File: src/design/bsfe_pkg.sv
package bsfe_pkg;

    localparam int AddrW    = 5;
    localparam int DataW    = 32;
    localparam int QueueDepth = 2;

    typedef logic [7:0] byte_t;

    localparam logic [15:0] CRC_POLY = 16'hA001;

    typedef enum logic [2:0] {
        REG_START_CODE  = 3'd0,
        REG_END_CODE    = 3'd1,
        REG_ESCAPE_CODE = 3'd2,
        REG_START_SUB   = 3'd3,
        REG_END_SUB     = 3'd4,
        REG_ESCAPE_SUB  = 3'd5,
        REG_CHECK_MODE  = 3'd6
    } reg_idx_t;

    localparam byte_t RST_START_CODE  = 8'd2;
    localparam byte_t RST_END_CODE    = 8'd3;
    localparam byte_t RST_ESCAPE_CODE = 8'd27;
    localparam byte_t RST_START_SUB   = 8'd1;
    localparam byte_t RST_END_SUB     = 8'd2;
    localparam byte_t RST_ESCAPE_SUB  = 8'd3;
    localparam logic  RST_CHECK_MODE  = 1'b1;

    localparam logic CHECK_LRC = 1'b0;
    localparam logic CHECK_CRC = 1'b1;

    typedef struct packed {
        byte_t start_code;
        byte_t end_code;
        byte_t escape_code;
        byte_t start_sub;
        byte_t end_sub;
        byte_t escape_sub;
        logic  check_mode;
    } cfg_t;

    typedef struct packed {
        byte_t       data;
        logic        opens_frame;
        logic        last;
        logic [15:0] crc;
        byte_t       lrc;
    } entry_t;

    typedef enum logic [2:0] {
        PH_BEGIN  = 3'd0,
        PH_START  = 3'd1,
        PH_DATA   = 3'd2,
        PH_CHK_LO = 3'd3,
        PH_CHK_HI = 3'd4,
        PH_END    = 3'd5
    } phase_t;

endpackage

File: src/design/bsfe_ifs.sv
interface bsfe_in_if;
    logic       valid;
    logic       ready;
    logic [7:0] data_byte;
    logic       last_byte;

    modport source (output valid, output data_byte, output last_byte, input ready);
    modport sink   (input valid, input data_byte, input last_byte, output ready);
endinterface

interface bsfe_out_if;
    logic       valid;
    logic       ready;
    logic [7:0] out_byte;
    logic       run_last;
    logic       frame_end;

    modport source (output valid, output out_byte, output run_last, output frame_end,
                    input ready);
    modport sink   (input valid, input out_byte, input run_last, input frame_end,
                    output ready);
endinterface

File: src/design/byte_stuff_frame_encoder_top.sv
// Channel  Dir  Words                            Handshake
// in_ch    in   data_byte, last_byte             valid/ready
// out_ch   out  out_byte, run_last, frame_end    valid/ready
// apb      in   7 registers at 4*i               psel/penable, pready tied high
//
// Input is taken whenever the 2-deep queue has room; the front side updates CRC/LRC
// in the accept cycle. The back side emits one line byte per cycle unless out_ch stalls,
// so an input word yields 1 to 8 output bytes (start, data or escape pair, check bytes, end).
// Output is registered; a stalled out_ch holds its word and fills the queue.
// rst_n asynchronously clears frame state, accumulators and queue, and resets registers.
module byte_stuff_frame_encoder_top (
    input  logic                     clk,
    input  logic                     rst_n,
    bsfe_in_if.sink                  in_ch,
    bsfe_out_if.source               out_ch,
    input  logic                     psel,
    input  logic                     penable,
    input  logic                     pwrite,
    input  logic [bsfe_pkg::AddrW-1:0] paddr,
    input  logic [bsfe_pkg::DataW-1:0] pwdata,
    output logic [bsfe_pkg::DataW-1:0] prdata,
    output logic                     pready
);
    import bsfe_pkg::*;

    cfg_t   cfg;
    entry_t q_wdata;
    entry_t q_head;
    logic   q_push;
    logic   q_full;
    logic   q_pop;
    logic   q_not_empty;

    bsfe_cfg u_cfg (
        .clk     (clk),
        .rst_n   (rst_n),
        .psel    (psel),
        .penable (penable),
        .pwrite  (pwrite),
        .paddr   (paddr),
        .pwdata  (pwdata),
        .prdata  (prdata),
        .pready  (pready),
        .cfg     (cfg)
    );

    bsfe_front u_front (
        .clk     (clk),
        .rst_n   (rst_n),
        .in_ch   (in_ch),
        .q_full  (q_full),
        .q_push  (q_push),
        .q_wdata (q_wdata)
    );

    bsfe_queue u_queue (
        .clk       (clk),
        .rst_n     (rst_n),
        .push      (q_push),
        .wdata     (q_wdata),
        .full      (q_full),
        .pop       (q_pop),
        .not_empty (q_not_empty),
        .head      (q_head)
    );

    bsfe_back u_back (
        .clk         (clk),
        .rst_n       (rst_n),
        .cfg         (cfg),
        .q_not_empty (q_not_empty),
        .head        (q_head),
        .q_pop       (q_pop),
        .out_ch      (out_ch)
    );

endmodule

File: src/design/bsfe_cfg.sv
module bsfe_cfg (
    input  logic                     clk,
    input  logic                     rst_n,
    input  logic                     psel,
    input  logic                     penable,
    input  logic                     pwrite,
    input  logic [bsfe_pkg::AddrW-1:0] paddr,
    input  logic [bsfe_pkg::DataW-1:0] pwdata,
    output logic [bsfe_pkg::DataW-1:0] prdata,
    output logic                     pready,
    output bsfe_pkg::cfg_t           cfg
);
    import bsfe_pkg::*;

    cfg_t     cfg_reg;
    cfg_t     cfg_next;
    reg_idx_t idx;
    logic     wr_en;

    assign idx    = reg_idx_t'(paddr[AddrW-1:2]);
    assign wr_en  = psel && penable && pwrite;
    assign pready = 1'b1;
    assign cfg    = cfg_reg;

    always_comb
    begin
        cfg_next = cfg_reg;
        if (wr_en)
        begin
            unique case (idx)
                REG_START_CODE:  cfg_next.start_code  = pwdata[7:0];
                REG_END_CODE:    cfg_next.end_code    = pwdata[7:0];
                REG_ESCAPE_CODE: cfg_next.escape_code = pwdata[7:0];
                REG_START_SUB:   cfg_next.start_sub   = pwdata[7:0];
                REG_END_SUB:     cfg_next.end_sub     = pwdata[7:0];
                REG_ESCAPE_SUB:  cfg_next.escape_sub  = pwdata[7:0];
                REG_CHECK_MODE:  cfg_next.check_mode  = pwdata[0];
                default:         cfg_next = cfg_reg;
            endcase
        end
    end

    always_comb
    begin
        unique case (idx)
            REG_START_CODE:  prdata = {{(DataW-8){1'b0}}, cfg_reg.start_code};
            REG_END_CODE:    prdata = {{(DataW-8){1'b0}}, cfg_reg.end_code};
            REG_ESCAPE_CODE: prdata = {{(DataW-8){1'b0}}, cfg_reg.escape_code};
            REG_START_SUB:   prdata = {{(DataW-8){1'b0}}, cfg_reg.start_sub};
            REG_END_SUB:     prdata = {{(DataW-8){1'b0}}, cfg_reg.end_sub};
            REG_ESCAPE_SUB:  prdata = {{(DataW-8){1'b0}}, cfg_reg.escape_sub};
            REG_CHECK_MODE:  prdata = {{(DataW-1){1'b0}}, cfg_reg.check_mode};
            default:         prdata = '0;
        endcase
    end

    always_ff @(posedge clk or negedge rst_n)
    begin
        if (!rst_n)
        begin
            cfg_reg.start_code  <= RST_START_CODE;
            cfg_reg.end_code    <= RST_END_CODE;
            cfg_reg.escape_code <= RST_ESCAPE_CODE;
            cfg_reg.start_sub   <= RST_START_SUB;
            cfg_reg.end_sub     <= RST_END_SUB;
            cfg_reg.escape_sub  <= RST_ESCAPE_SUB;
            cfg_reg.check_mode  <= RST_CHECK_MODE;
        end
        else
        begin
            cfg_reg <= cfg_next;
        end
    end

endmodule

File: src/design/bsfe_front.sv
module bsfe_front (
    input  logic              clk,
    input  logic              rst_n,
    bsfe_in_if.sink           in_ch,
    input  logic              q_full,
    output logic              q_push,
    output bsfe_pkg::entry_t  q_wdata
);
    import bsfe_pkg::*;

    logic        in_frame_reg;
    logic        in_frame_next;
    logic [15:0] crc_reg;
    logic [15:0] crc_next;
    byte_t       lrc_reg;
    byte_t       lrc_next;
    logic [15:0] crc_upd;
    byte_t       lrc_upd;

    function automatic logic [15:0] crc_byte(input logic [15:0] crc, input byte_t b);
        logic [15:0] c;
        c = crc ^ {8'h00, b};
        for (int k = 0; k < 8; k++)
        begin
            c = c[0] ? ((c >> 1) ^ CRC_POLY) : (c >> 1);
        end
        return c;
    endfunction

    assign in_ch.ready = !q_full;
    assign q_push      = in_ch.valid && !q_full;
    assign crc_upd     = crc_byte(crc_reg, in_ch.data_byte);
    assign lrc_upd     = lrc_reg ^ in_ch.data_byte;

    always_comb
    begin
        q_wdata.data        = in_ch.data_byte;
        q_wdata.opens_frame = !in_frame_reg;
        q_wdata.last        = in_ch.last_byte;
        q_wdata.crc         = crc_upd;
        q_wdata.lrc         = lrc_upd;
    end

    always_comb
    begin
        in_frame_next = in_frame_reg;
        crc_next      = crc_reg;
        lrc_next      = lrc_reg;
        if (q_push)
        begin
            in_frame_next = !in_ch.last_byte;
            crc_next      = in_ch.last_byte ? 16'h0000 : crc_upd;
            lrc_next      = in_ch.last_byte ? 8'h00 : lrc_upd;
        end
    end

    always_ff @(posedge clk or negedge rst_n)
    begin
        if (!rst_n)
        begin
            in_frame_reg <= 1'b0;
            crc_reg      <= '0;
            lrc_reg      <= '0;
        end
        else
        begin
            in_frame_reg <= in_frame_next;
            crc_reg      <= crc_next;
            lrc_reg      <= lrc_next;
        end
    end

endmodule

File: src/design/bsfe_queue.sv
module bsfe_queue (
    input  logic             clk,
    input  logic             rst_n,
    input  logic             push,
    input  bsfe_pkg::entry_t wdata,
    output logic             full,
    input  logic             pop,
    output logic             not_empty,
    output bsfe_pkg::entry_t head
);
    import bsfe_pkg::*;

    localparam int PtrW = $clog2(QueueDepth);
    localparam int CntW = $clog2(QueueDepth + 1);

    entry_t          slot_reg [QueueDepth];
    logic [PtrW-1:0] wr_ptr_reg;
    logic [PtrW-1:0] wr_ptr_next;
    logic [PtrW-1:0] rd_ptr_reg;
    logic [PtrW-1:0] rd_ptr_next;
    logic [CntW-1:0] count_reg;
    logic [CntW-1:0] count_next;

    function automatic logic [PtrW-1:0] ptr_inc(input logic [PtrW-1:0] p);
        return (p == PtrW'(QueueDepth - 1)) ? '0 : p + 1'b1;
    endfunction

    assign full      = (count_reg == CntW'(QueueDepth));
    assign not_empty = (count_reg != '0);
    assign head      = slot_reg[rd_ptr_reg];

    always_comb
    begin
        wr_ptr_next = push ? ptr_inc(wr_ptr_reg) : wr_ptr_reg;
        rd_ptr_next = pop ? ptr_inc(rd_ptr_reg) : rd_ptr_reg;
        count_next  = count_reg;
        if (push && !pop)
        begin
            count_next = count_reg + 1'b1;
        end
        else if (pop && !push)
        begin
            count_next = count_reg - 1'b1;
        end
    end

    always_ff @(posedge clk)
    begin
        if (push)
        begin
            slot_reg[wr_ptr_reg] <= wdata;
        end
    end

    always_ff @(posedge clk or negedge rst_n)
    begin
        if (!rst_n)
        begin
            wr_ptr_reg <= '0;
            rd_ptr_reg <= '0;
            count_reg  <= '0;
        end
        else
        begin
            wr_ptr_reg <= wr_ptr_next;
            rd_ptr_reg <= rd_ptr_next;
            count_reg  <= count_next;
        end
    end

endmodule

File: src/design/bsfe_back.sv
module bsfe_back (
    input  logic             clk,
    input  logic             rst_n,
    input  bsfe_pkg::cfg_t   cfg,
    input  logic             q_not_empty,
    input  bsfe_pkg::entry_t head,
    output logic             q_pop,
    bsfe_out_if.source       out_ch
);
    import bsfe_pkg::*;

    phase_t phase_reg;
    phase_t phase_next;
    phase_t cur_ph;
    phase_t step_ph;
    logic   sub_reg;
    logic   sub_next;
    logic   out_valid_reg;
    logic   out_valid_next;
    byte_t  out_byte_reg;
    logic   run_last_reg;
    logic   frame_end_reg;

    byte_t  raw;
    byte_t  subst;
    logic   escapable;
    logic   match;
    logic   emit_esc;
    logic   entry_done;
    logic   load;
    byte_t  emit_byte;
    logic   emit_last;
    logic   emit_end;

    assign load = q_not_empty && (!out_valid_reg || out_ch.ready);

    // decode of the current step
    always_comb
    begin
        cur_ph = phase_reg;
        if (phase_reg == PH_BEGIN)
        begin
            cur_ph = head.opens_frame ? PH_START : PH_DATA;
        end

        unique case (cur_ph)
            PH_START:  raw = cfg.start_code;
            PH_DATA:   raw = head.data;
            PH_CHK_LO: raw = (cfg.check_mode == CHECK_CRC) ? head.crc[7:0] : head.lrc;
            PH_CHK_HI: raw = head.crc[15:8];
            PH_END:    raw = cfg.end_code;
            default:   raw = head.data;
        endcase

        escapable = (cur_ph == PH_DATA) || (cur_ph == PH_CHK_LO) || (cur_ph == PH_CHK_HI);

        if (raw == cfg.start_code)
        begin
            subst = cfg.start_sub;
        end
        else if (raw == cfg.end_code)
        begin
            subst = cfg.end_sub;
        end
        else
        begin
            subst = cfg.escape_sub;
        end
        match = escapable && ((raw == cfg.start_code) || (raw == cfg.end_code)
                              || (raw == cfg.escape_code));

        emit_esc = match && !sub_reg;

        unique case (cur_ph)
            PH_START:  step_ph = PH_DATA;
            PH_DATA:   step_ph = head.last ? PH_CHK_LO : PH_BEGIN;
            PH_CHK_LO: step_ph = (cfg.check_mode == CHECK_CRC) ? PH_CHK_HI : PH_END;
            PH_CHK_HI: step_ph = PH_END;
            PH_END:    step_ph = PH_BEGIN;
            default:   step_ph = PH_BEGIN;
        endcase

        entry_done = !emit_esc && (step_ph == PH_BEGIN);
    end

    // next state
    always_comb
    begin
        phase_next     = phase_reg;
        sub_next       = sub_reg;
        out_valid_next = out_valid_reg;
        if (load)
        begin
            phase_next     = emit_esc ? cur_ph : step_ph;
            sub_next       = emit_esc;
            out_valid_next = 1'b1;
        end
        else if (out_ch.ready)
        begin
            out_valid_next = 1'b0;
        end
    end

    // outputs
    always_comb
    begin
        if (emit_esc)
        begin
            emit_byte = cfg.escape_code;
        end
        else if (sub_reg)
        begin
            emit_byte = subst;
        end
        else
        begin
            emit_byte = raw;
        end
        emit_last = entry_done;
        emit_end  = (cur_ph == PH_END);
        q_pop     = load && entry_done;
    end

    assign out_ch.valid     = out_valid_reg;
    assign out_ch.out_byte  = out_byte_reg;
    assign out_ch.run_last  = run_last_reg;
    assign out_ch.frame_end = frame_end_reg;

    always_ff @(posedge clk)
    begin
        if (load)
        begin
            out_byte_reg  <= emit_byte;
            run_last_reg  <= emit_last;
            frame_end_reg <= emit_end;
        end
    end

    always_ff @(posedge clk or negedge rst_n)
    begin
        if (!rst_n)
        begin
            phase_reg     <= PH_BEGIN;
            sub_reg       <= 1'b0;
            out_valid_reg <= 1'b0;
        end
        else
        begin
            phase_reg     <= phase_next;
            sub_reg       <= sub_next;
            out_valid_reg <= out_valid_next;
        end
    end

endmodule

File: src/flat_wrapper.sv
// flat-port wrapper written by rule: the top's interface ports become plain ports
module byte_stuff_frame_encoder_top_flat import bsfe_pkg::*;
  (clk, rst_n, psel, penable, pwrite, paddr, pwdata, prdata, pready, in_ch_valid, in_ch_data_byte, in_ch_last_byte, in_ch_ready, out_ch_valid, out_ch_out_byte, out_ch_run_last, out_ch_frame_end, out_ch_ready);
  bsfe_in_if in_ch_i ();
  bsfe_out_if out_ch_i ();
  input  logic clk;
  input  logic rst_n;
  input  logic psel;
  input  logic penable;
  input  logic pwrite;
  input  logic [bsfe_pkg::AddrW-1:0] paddr;
  input  logic [bsfe_pkg::DataW-1:0] pwdata;
  output logic [bsfe_pkg::DataW-1:0] prdata;
  output logic pready;
  input wire logic [$bits(in_ch_i.valid)-1:0] in_ch_valid;
  input wire logic [$bits(in_ch_i.data_byte)-1:0] in_ch_data_byte;
  input wire logic [$bits(in_ch_i.last_byte)-1:0] in_ch_last_byte;
  output wire logic [$bits(in_ch_i.ready)-1:0] in_ch_ready;
  output wire logic [$bits(out_ch_i.valid)-1:0] out_ch_valid;
  output wire logic [$bits(out_ch_i.out_byte)-1:0] out_ch_out_byte;
  output wire logic [$bits(out_ch_i.run_last)-1:0] out_ch_run_last;
  output wire logic [$bits(out_ch_i.frame_end)-1:0] out_ch_frame_end;
  input wire logic [$bits(out_ch_i.ready)-1:0] out_ch_ready;
  assign in_ch_i.valid = in_ch_valid;
  assign in_ch_i.data_byte = in_ch_data_byte;
  assign in_ch_i.last_byte = in_ch_last_byte;
  assign in_ch_ready = in_ch_i.ready;
  assign out_ch_valid = out_ch_i.valid;
  assign out_ch_out_byte = out_ch_i.out_byte;
  assign out_ch_run_last = out_ch_i.run_last;
  assign out_ch_frame_end = out_ch_i.frame_end;
  assign out_ch_i.ready = out_ch_ready;
  byte_stuff_frame_encoder_top u_core (.clk(clk), .rst_n(rst_n), .in_ch(in_ch_i), .out_ch(out_ch_i), .psel(psel), .penable(penable), .pwrite(pwrite), .paddr(paddr), .pwdata(pwdata), .prdata(prdata), .pready(pready));
endmodule
File: config.mk
export PLATFORM = sky130hd
export DESIGN_NAME = byte_stuff_frame_encoder_top_flat
export DESIGN_NICKNAME = d
export VERILOG_FILES = /design/src/design/bsfe_pkg.sv /design/src/design/bsfe_ifs.sv /design/src/design/byte_stuff_frame_encoder_top.sv /design/src/design/bsfe_cfg.sv /design/src/design/bsfe_front.sv /design/src/design/bsfe_queue.sv /design/src/design/bsfe_back.sv /design/src/flat_wrapper.sv
export SDC_FILE = /design/constraint.sdc
export NUM_CORES = 1
export LEC_CHECK = 0
export BUFFER_PORTS_ARGS = -buffer_cell sky130_fd_sc_hd__buf_2
export CAP_MARGIN = 30
export CORE_UTILIZATION = 40
export DETAILED_ROUTE_END_ITERATION = 16
export PLACE_DENSITY = 0.62
export SETUP_SLACK_MARGIN = 0.15
export SYNTH_ARGS = -nofsm -noshare
export SYNTH_HDL_FRONTEND = slang
export SYNTH_SLANG_ARGS = --single-unit
File: constraint.sdc
create_clock -name clk -period 5.1 [get_ports clk]
set_clock_uncertainty 0.05 [all_clocks]
set_input_delay 0.255 -clock clk [delete_from_list [all_inputs] [get_ports clk]]
set_output_delay 0.255 -clock clk [all_outputs]
set_load 0.01 [all_outputs]
==> metrics, run 1 <==
status=finished clean; Setup Fix Bufs, Post-CTS=0; post-synthesis mux area share=0.135; initial antenna violation count=0; total clock sinks=161; CP arrival=4.60 ns; die area=0.0210 mm2; Mapped Area=0.00816 mm2; Post-Layout Cell Count=1,006; wl on met1=8730 um; Max Cap Violations=0; Hold Slack=0.0166 ns; Post-DP HPWL=13,300 um; Tcrit/Tclk final=0.867; clock root cell=clkbuf_16; clock-pin slew on the worst setup and hold paths=0.07 ns; leakage power=3.78 nW; Place WS=0.789 ns; total negative slack=0 ns; drt first pass iters=6; Final Hold Violating Endpoints=0; Compound-Gate Fraction of Synth Area=0.121; DR top layer=met4; Peak VDD IR=0.397 mV; wire per inst=19.0 um; CP Capture Type=register; Inst Count DP=972; total inserted antenna cells=0; Initial Util=0.414; vias per cell=5.49; number of synthesized flops with an enable pin=78; Pwr Density=653 mW/mm2; Worst Hold Path EP=u_core.u_queue.slot_reg[0][28]; WL met2=9010 um; Fill cells=1,784; endpoints failing setup=0; HP Class=input port to register; global-route wire length before repair=30,400 um; Top Ports=98; Reg-to-Reg End=u_core.u_back.out_ch.out_byte[5]; maximum clock frequency=0.226 GHz; Die Y=145 um; core area=0.0197 mm2; Setup CP Type=register to register; worst endpoint required time=5.28 ns; CP startpoint=u_core.u_queue.rd_ptr_reg; asr flop ratio synth=0.516; grt ovf=0; # port buffers=46; commonest non-fill, non-tap cell in the layout=edfxtp_1; maximum clock path buffer count=2; Worst Hold Launch=in_ch_data_byte[2]; number of global-route vias before repair=5,481; antenna violation net count after detailed routing=0; largest net degree at the start of global routing=41; largest family of logic cells by synthesized area=multiplexers; CP startpoint kind=register; H-Tree Level Count=4; Largest register FFs=68; top cells by area, synth=edfxtp_1 (29%), dfrtp_1 (22%), mux2_2 (7.5%); met3 routed wirelength=1020 um; Max-slew headroom=0.384; RSZ-0062 raised after global routing=no; Unique masters post-synth=67; Initial DRC Count=483; Simple-Gate Fraction of Synth Area=0.0957; Cells on Worst Hold Path=1; Layout Area Growth over Synthesis=13.7%; Total GRT Usage=0.196; Post-Synth Adder-Cell Area=0.00153; Rows=51; Worst Setup Slack, final=0.680 ns; Least-Margin Pin Slew=0.921 ns; sequential area share after synthesis=0.543; dominant cell type by area after synthesis=edfxtp_1; reg2reg start=u_core.u_queue.rd_ptr_reg; CP Max Fanout=19; Max Slew Vio Count=0; Final Power=6.06 mW; xor/xnor share of the synthesized area=0.0515; synthesized flop and latch total=161; Yosys warning total=0; CTS tree=built; final wirelength=19,200 um; Reg2Reg Depth=10; top_reg_cell synth=edfxtp_1; via count=5,519; clk_lat worst skew=0.44 ns; TritonCTS buffer count=17; setup slack, reg-to-reg=0.68 ns; mean post-synth cell area=12.0 um2; die width=145 um; minimum clock period after layout=4.42 ns; area share of the largest cell type after synthesis=0.287; most frequent cells in the layout=edfxtp_1 (78), dfrtp_1 (70), mux2_2 (54), buf_2 (45), nand2_1 (42); Post-route DRC=0; Gate Count Post-Synth=679; layout cell share with drive strength beyond 1=0.248; nets=782; Final GP Congestion=0.888
kinds of logic after synthesis:
kind of cell,count (synthesis)
AO/OA/AOI/OAI,142
XOR/XNOR,48
adder cells (fa/ha/maj),1
buffers and inverters,77
flip-flops,161
multiplexers,99
other,2
AND/OR/NAND/NOR,149
what timing repair did:
action,4_1_cts,5_1_grt
gates resized for setup,0,0
hold buffers,2,0
endpoints found under the hold margin,72,0
through the flow:
step	cell area (um2)	utilization
after CTS	9280	0.471
after floorplan	8250	-
final	9280	0.471
after global routing	9280	0.471
after global placement	8590	0.436
after detailed placement	8640	0.438
area by class of cell:
type / count / area (um2) / area share
Inverter: 16 / 60.1 / 0.00647
Timing Repair Buffer: 68 / 428 / 0.0461
Tap cell: 265 / 332 / 0.0357
Clock inverter: 15 / 195 / 0.0210
Sequential cell: 161 / 4440 / 0.478
Multi-Input combinational cell: 464 / 3400 / 0.367
Clock buffer: 17 / 425 / 0.0458
report_power, final:
part | switching [mW] | internal (mW)
clock | 0.584 | 0.749
combinational | 1.45 | 0.965
sequential | 0.330 | 1.97
metal layers:
metal  up-vias  global-route usage
met5         -                   0
met1      2750               0.262
li1       2559                   -
met3        28              0.0431
met2       182               0.308
met4         0              0.0781
critical path, stage by stage (launching register included):
cell	delay (ns)
dfrtp_2	0.74
buf_4	0.36
mux2i_1	0.30
a2111oi_0	0.13
nor3_1	0.33
nand2_1	0.17
xnor2_1	0.61
and3_1	0.56
a32o_1	0.55
nor3_1	0.10
a21oi_1	0.30
synth_stat cells, types with 3 or more instances:
master / n
a211oi_1: 7
a21boi_0: 6
a21o_1: 4
a21oi_1: 31
a22o_1: 11
a31o_2: 4
and3_1: 7
buf_1: 4
buf_2: 10
buf_4: 27
clkbuf_1: 19
dfrtp_1: 71
dfstp_2: 12
edfxtp_1: 78
inv_1: 14
mux2_2: 54
mux2i_1: 40
mux4_2: 3
nand2_1: 42
nand2b_1: 13
nand3_1: 12
nand4_1: 8
nor2_1: 24
nor2b_1: 10
nor3_1: 13
nor4_1: 3
o211ai_1: 3
o21ai_0: 26
o21ai_1: 5
o221ai_1: 10
o22ai_1: 12
o31ai_1: 4
xnor2_1: 23
xor2_1: 25
how the worst max path moves through the flow:
stage | endpoint | cells after the start | slack (ns)
global route | u_core.u_queue.count_reg[1] | 12 | 0.38
finish | u_core.u_back.out_ch.out_byte[5] | 10 | 0.68
detailed placement | u_core.u_back.out_ch.out_byte[3] | 10 | 0.79
global placement | u_core.u_back.out_ch.out_byte[3] | 10 | 0.86
floorplan | u_core.u_queue.count_reg[1] | 13 | 1.78
CTS | u_core.u_back.out_ch.out_byte[3] | 10 | 0.75
No activity file was read; power rests on OpenSTA's default activity.
==> run 2, diff against run 1 <==
CORE_UTILIZATION = 60   (was 40)
PLACE_DENSITY = 0.86   (was 0.62)
==> metrics, run 2 (synthesized netlist as in run 1, its figures left out) <==
clk_lat worst skew=0.44 ns (about the same); Place WS=0.924 ns (+0.135 ns); die width=119 um (-18%); CP Max Fanout=12 (-7); Initial Util=0.616 (+0.202); maximum clock frequency=0.233 GHz (+2.8%); Max Cap Violations=0 (unchanged); number of global-route vias before repair=5,536 (+1.0%); Cells on Worst Hold Path=1 (unchanged); Post-route DRC=0 (unchanged); RSZ-0062 raised after global routing=no; clock-pin slew on the worst setup and hold paths=0.06 ns (about the same); Setup CP Type=register to register; Post-DP HPWL=13,300 um (-0.32%); Die Y=119 um (-18%); HP Class=input port to register; worst endpoint required time=5.36 ns (+0.08 ns); grt ovf=0 (unchanged); Initial DRC Count=610 (+26%); Max stage delay cell, worst path=nor2b_1; drt first pass iters=5 (-1); layout cell share with drive strength beyond 1=0.240 (-0.00848); status=finished clean; antenna violation net count after detailed routing=0 (unchanged); minimum clock period after layout=4.30 ns (-0.120 ns); Peak VDD IR=0.435 mV (+9.7%); Final Hold Violating Endpoints=0 (unchanged); most frequent cells in the layout=edfxtp_1 (78), dfrtp_1 (70), mux2_2 (54), buf_2 (45), nand2_1 (42); CP Cell Sequence=nor2b_1 -> a211oi_4 -> nor2b_1 -> a211oi_1 -> xor2_1 -> and3_1 -> a32oi_1 -> nand4_1 -> ha_1 -> xor2_1 -> nor2_1 -> xor2_1; global-route wire length before repair=30,300 um (-0.20%); CP Capture Type=register; Rows=42 (-18%); clock root cell=clkbuf_16; commonest non-fill, non-tap cell in the layout=edfxtp_1; core area=0.0132 mm2 (-33%); setup slack, reg-to-reg=0.80 ns (+0.12 ns); most used cell, CP=xor2_1; Top Ports=98 (unchanged); Fill cells=962 (-46%); Worst Hold Launch=in_ch_data_byte[5]; Final GP Congestion=0.934 (+5.2%); CP arrival=4.56 ns (-0.04 ns); Largest register FFs=68 (unchanged); initial antenna violation count=0 (unchanged); endpoints failing setup=0 (unchanged); leakage power=3.71 nW (-1.8%); final wirelength=19,200 um (+0.49%); Inst Count DP=880 (-9.5%); CTS tree=built; placed cell area=0.00850 mm2 (-1.6%); die area=0.0141 mm2 (-33%); TritonCTS buffer count=17 (unchanged); via count=5,701 (+3.3%); total negative slack=0 ns (unchanged); # port buffers=46 (unchanged); Tcrit/Tclk final=0.843 (-0.0234); Layout Area Growth over Synthesis=11.3%; Least-Margin Pin Slew=1.08 ns (+0.157 ns); Reg-to-Reg End=u_core.u_queue.count_reg[1]; post-route cell area=0.00908 mm2 (-2.1%); CP startpoint kind=register; Max-slew headroom=0.282 (-0.102); Total GRT Usage=0.287 (+0.0908); Pwr Density=655 mW/mm2 (+0.42%); Max Slew Vio Count=0 (unchanged); total inserted antenna cells=0 (unchanged); total clock sinks=161 (unchanged); maximum clock path buffer count=2 (unchanged); Worst path max stage delay=0.71 ns (-0.03 ns); reg2reg start=u_core.u_back.phase_reg[2]; Reg2Reg Depth=12 (+2); vias per cell=6.24 (+14%); largest net degree at the start of global routing=54 (+32%); Post-Layout Cell Count=914 (-9.1%); wire per inst=21.1 um (+11%); H-Tree Level Count=4 (unchanged); Worst Hold Path EP=u_core.u_queue.slot_reg[0][31]; Worst Setup Slack, final=0.800 ns (+0.120 ns); nets=779 (-0.38%)
==> run 2: changes by cell type in the layout (fill, tap and decap cells not counted), sizes merged <==
cell      before  now
inv           22   15
clkinv         7    4
clkinvlp       0    5
clkbuf        17   22
buf           66   63
==> run 2: cell type report <==
type	instances	area [um2]	area share
Clock buffer	22	444	0.0489
Clock inverter	10	114	0.0125
Inverter	16	60.1	0.00661
Multi-Input combinational cell	464	3410	0.375
Sequential cell	161	4440	0.488
Tap cell	176	220	0.0242
Timing Repair Buffer	65	400	0.0441
==> run 2: power breakdown <==
| group | internal [mW] | switching (mW) |
|---|---|---|
| clock | 0.717 | 0.494 |
| combinational | 0.956 | 1.48 |
| sequential | 1.98 | 0.327 |
==> run 2: worst max path at each step <==
stage | from | endpoint | slack [ns] | cells past startpoint
3_5_place_dp | u_core.u_back.phase_reg[0] | u_core.u_queue.count_reg[1] | 0.92 | 12
2_1_floorplan | u_core.u_queue.rd_ptr_reg | u_core.u_queue.count_reg[1] | 1.78 | 13
5_1_grt | u_core.u_back.phase_reg[2] | u_core.u_queue.count_reg[1] | 0.46 | 12
4_1_cts | u_core.u_back.phase_reg[2] | u_core.u_queue.count_reg[1] | 0.88 | 13
6_report | u_core.u_back.phase_reg[2] | u_core.u_queue.count_reg[1] | 0.80 | 12
3_3_place_gp | u_core.u_back.phase_reg[0] | u_core.u_queue.count_reg[1] | 0.96 | 12
==> run 2: timing repair <==
item | 4_1_cts | 5_1_grt
buffers inserted | 0 | 0
hold endpoints to repair | 28 | 0
gates resized for setup | 0 | 0
endpoints found under the setup margin | 0 | 0
hold buffers | 2 | 0
==> run 2: routing by layer <==
metal  global-route usage  part of all wire  up-vias
met2                0.445              0.47      253
met5                    0                 0        -
met1                0.396              0.43     2846
li1                     -                 -     2555
met4                0.123             0.027        0
met3               0.0550             0.070       47
==> run 2: stage by stage <==
step,util,hold slack [ns],total power [mW]
floorplan,-,-0.0906,3.99
global placement,0.640,0.407,4.56
detailed placement,0.642,0.187,4.68
CTS,0.686,0.0168,5.91
global route,0.686,0.0210,6.24
finish,0.686,0.0217,5.95
==> run 2: critical path: cells and delay by family, from the launching register on <==
family	cells	cell delay, ns
simple gates	5	1.80
fa+ha+maj	1	0.21
compound gates	3	0.76
flops	1	0.55
xor+xnor	3	0.80
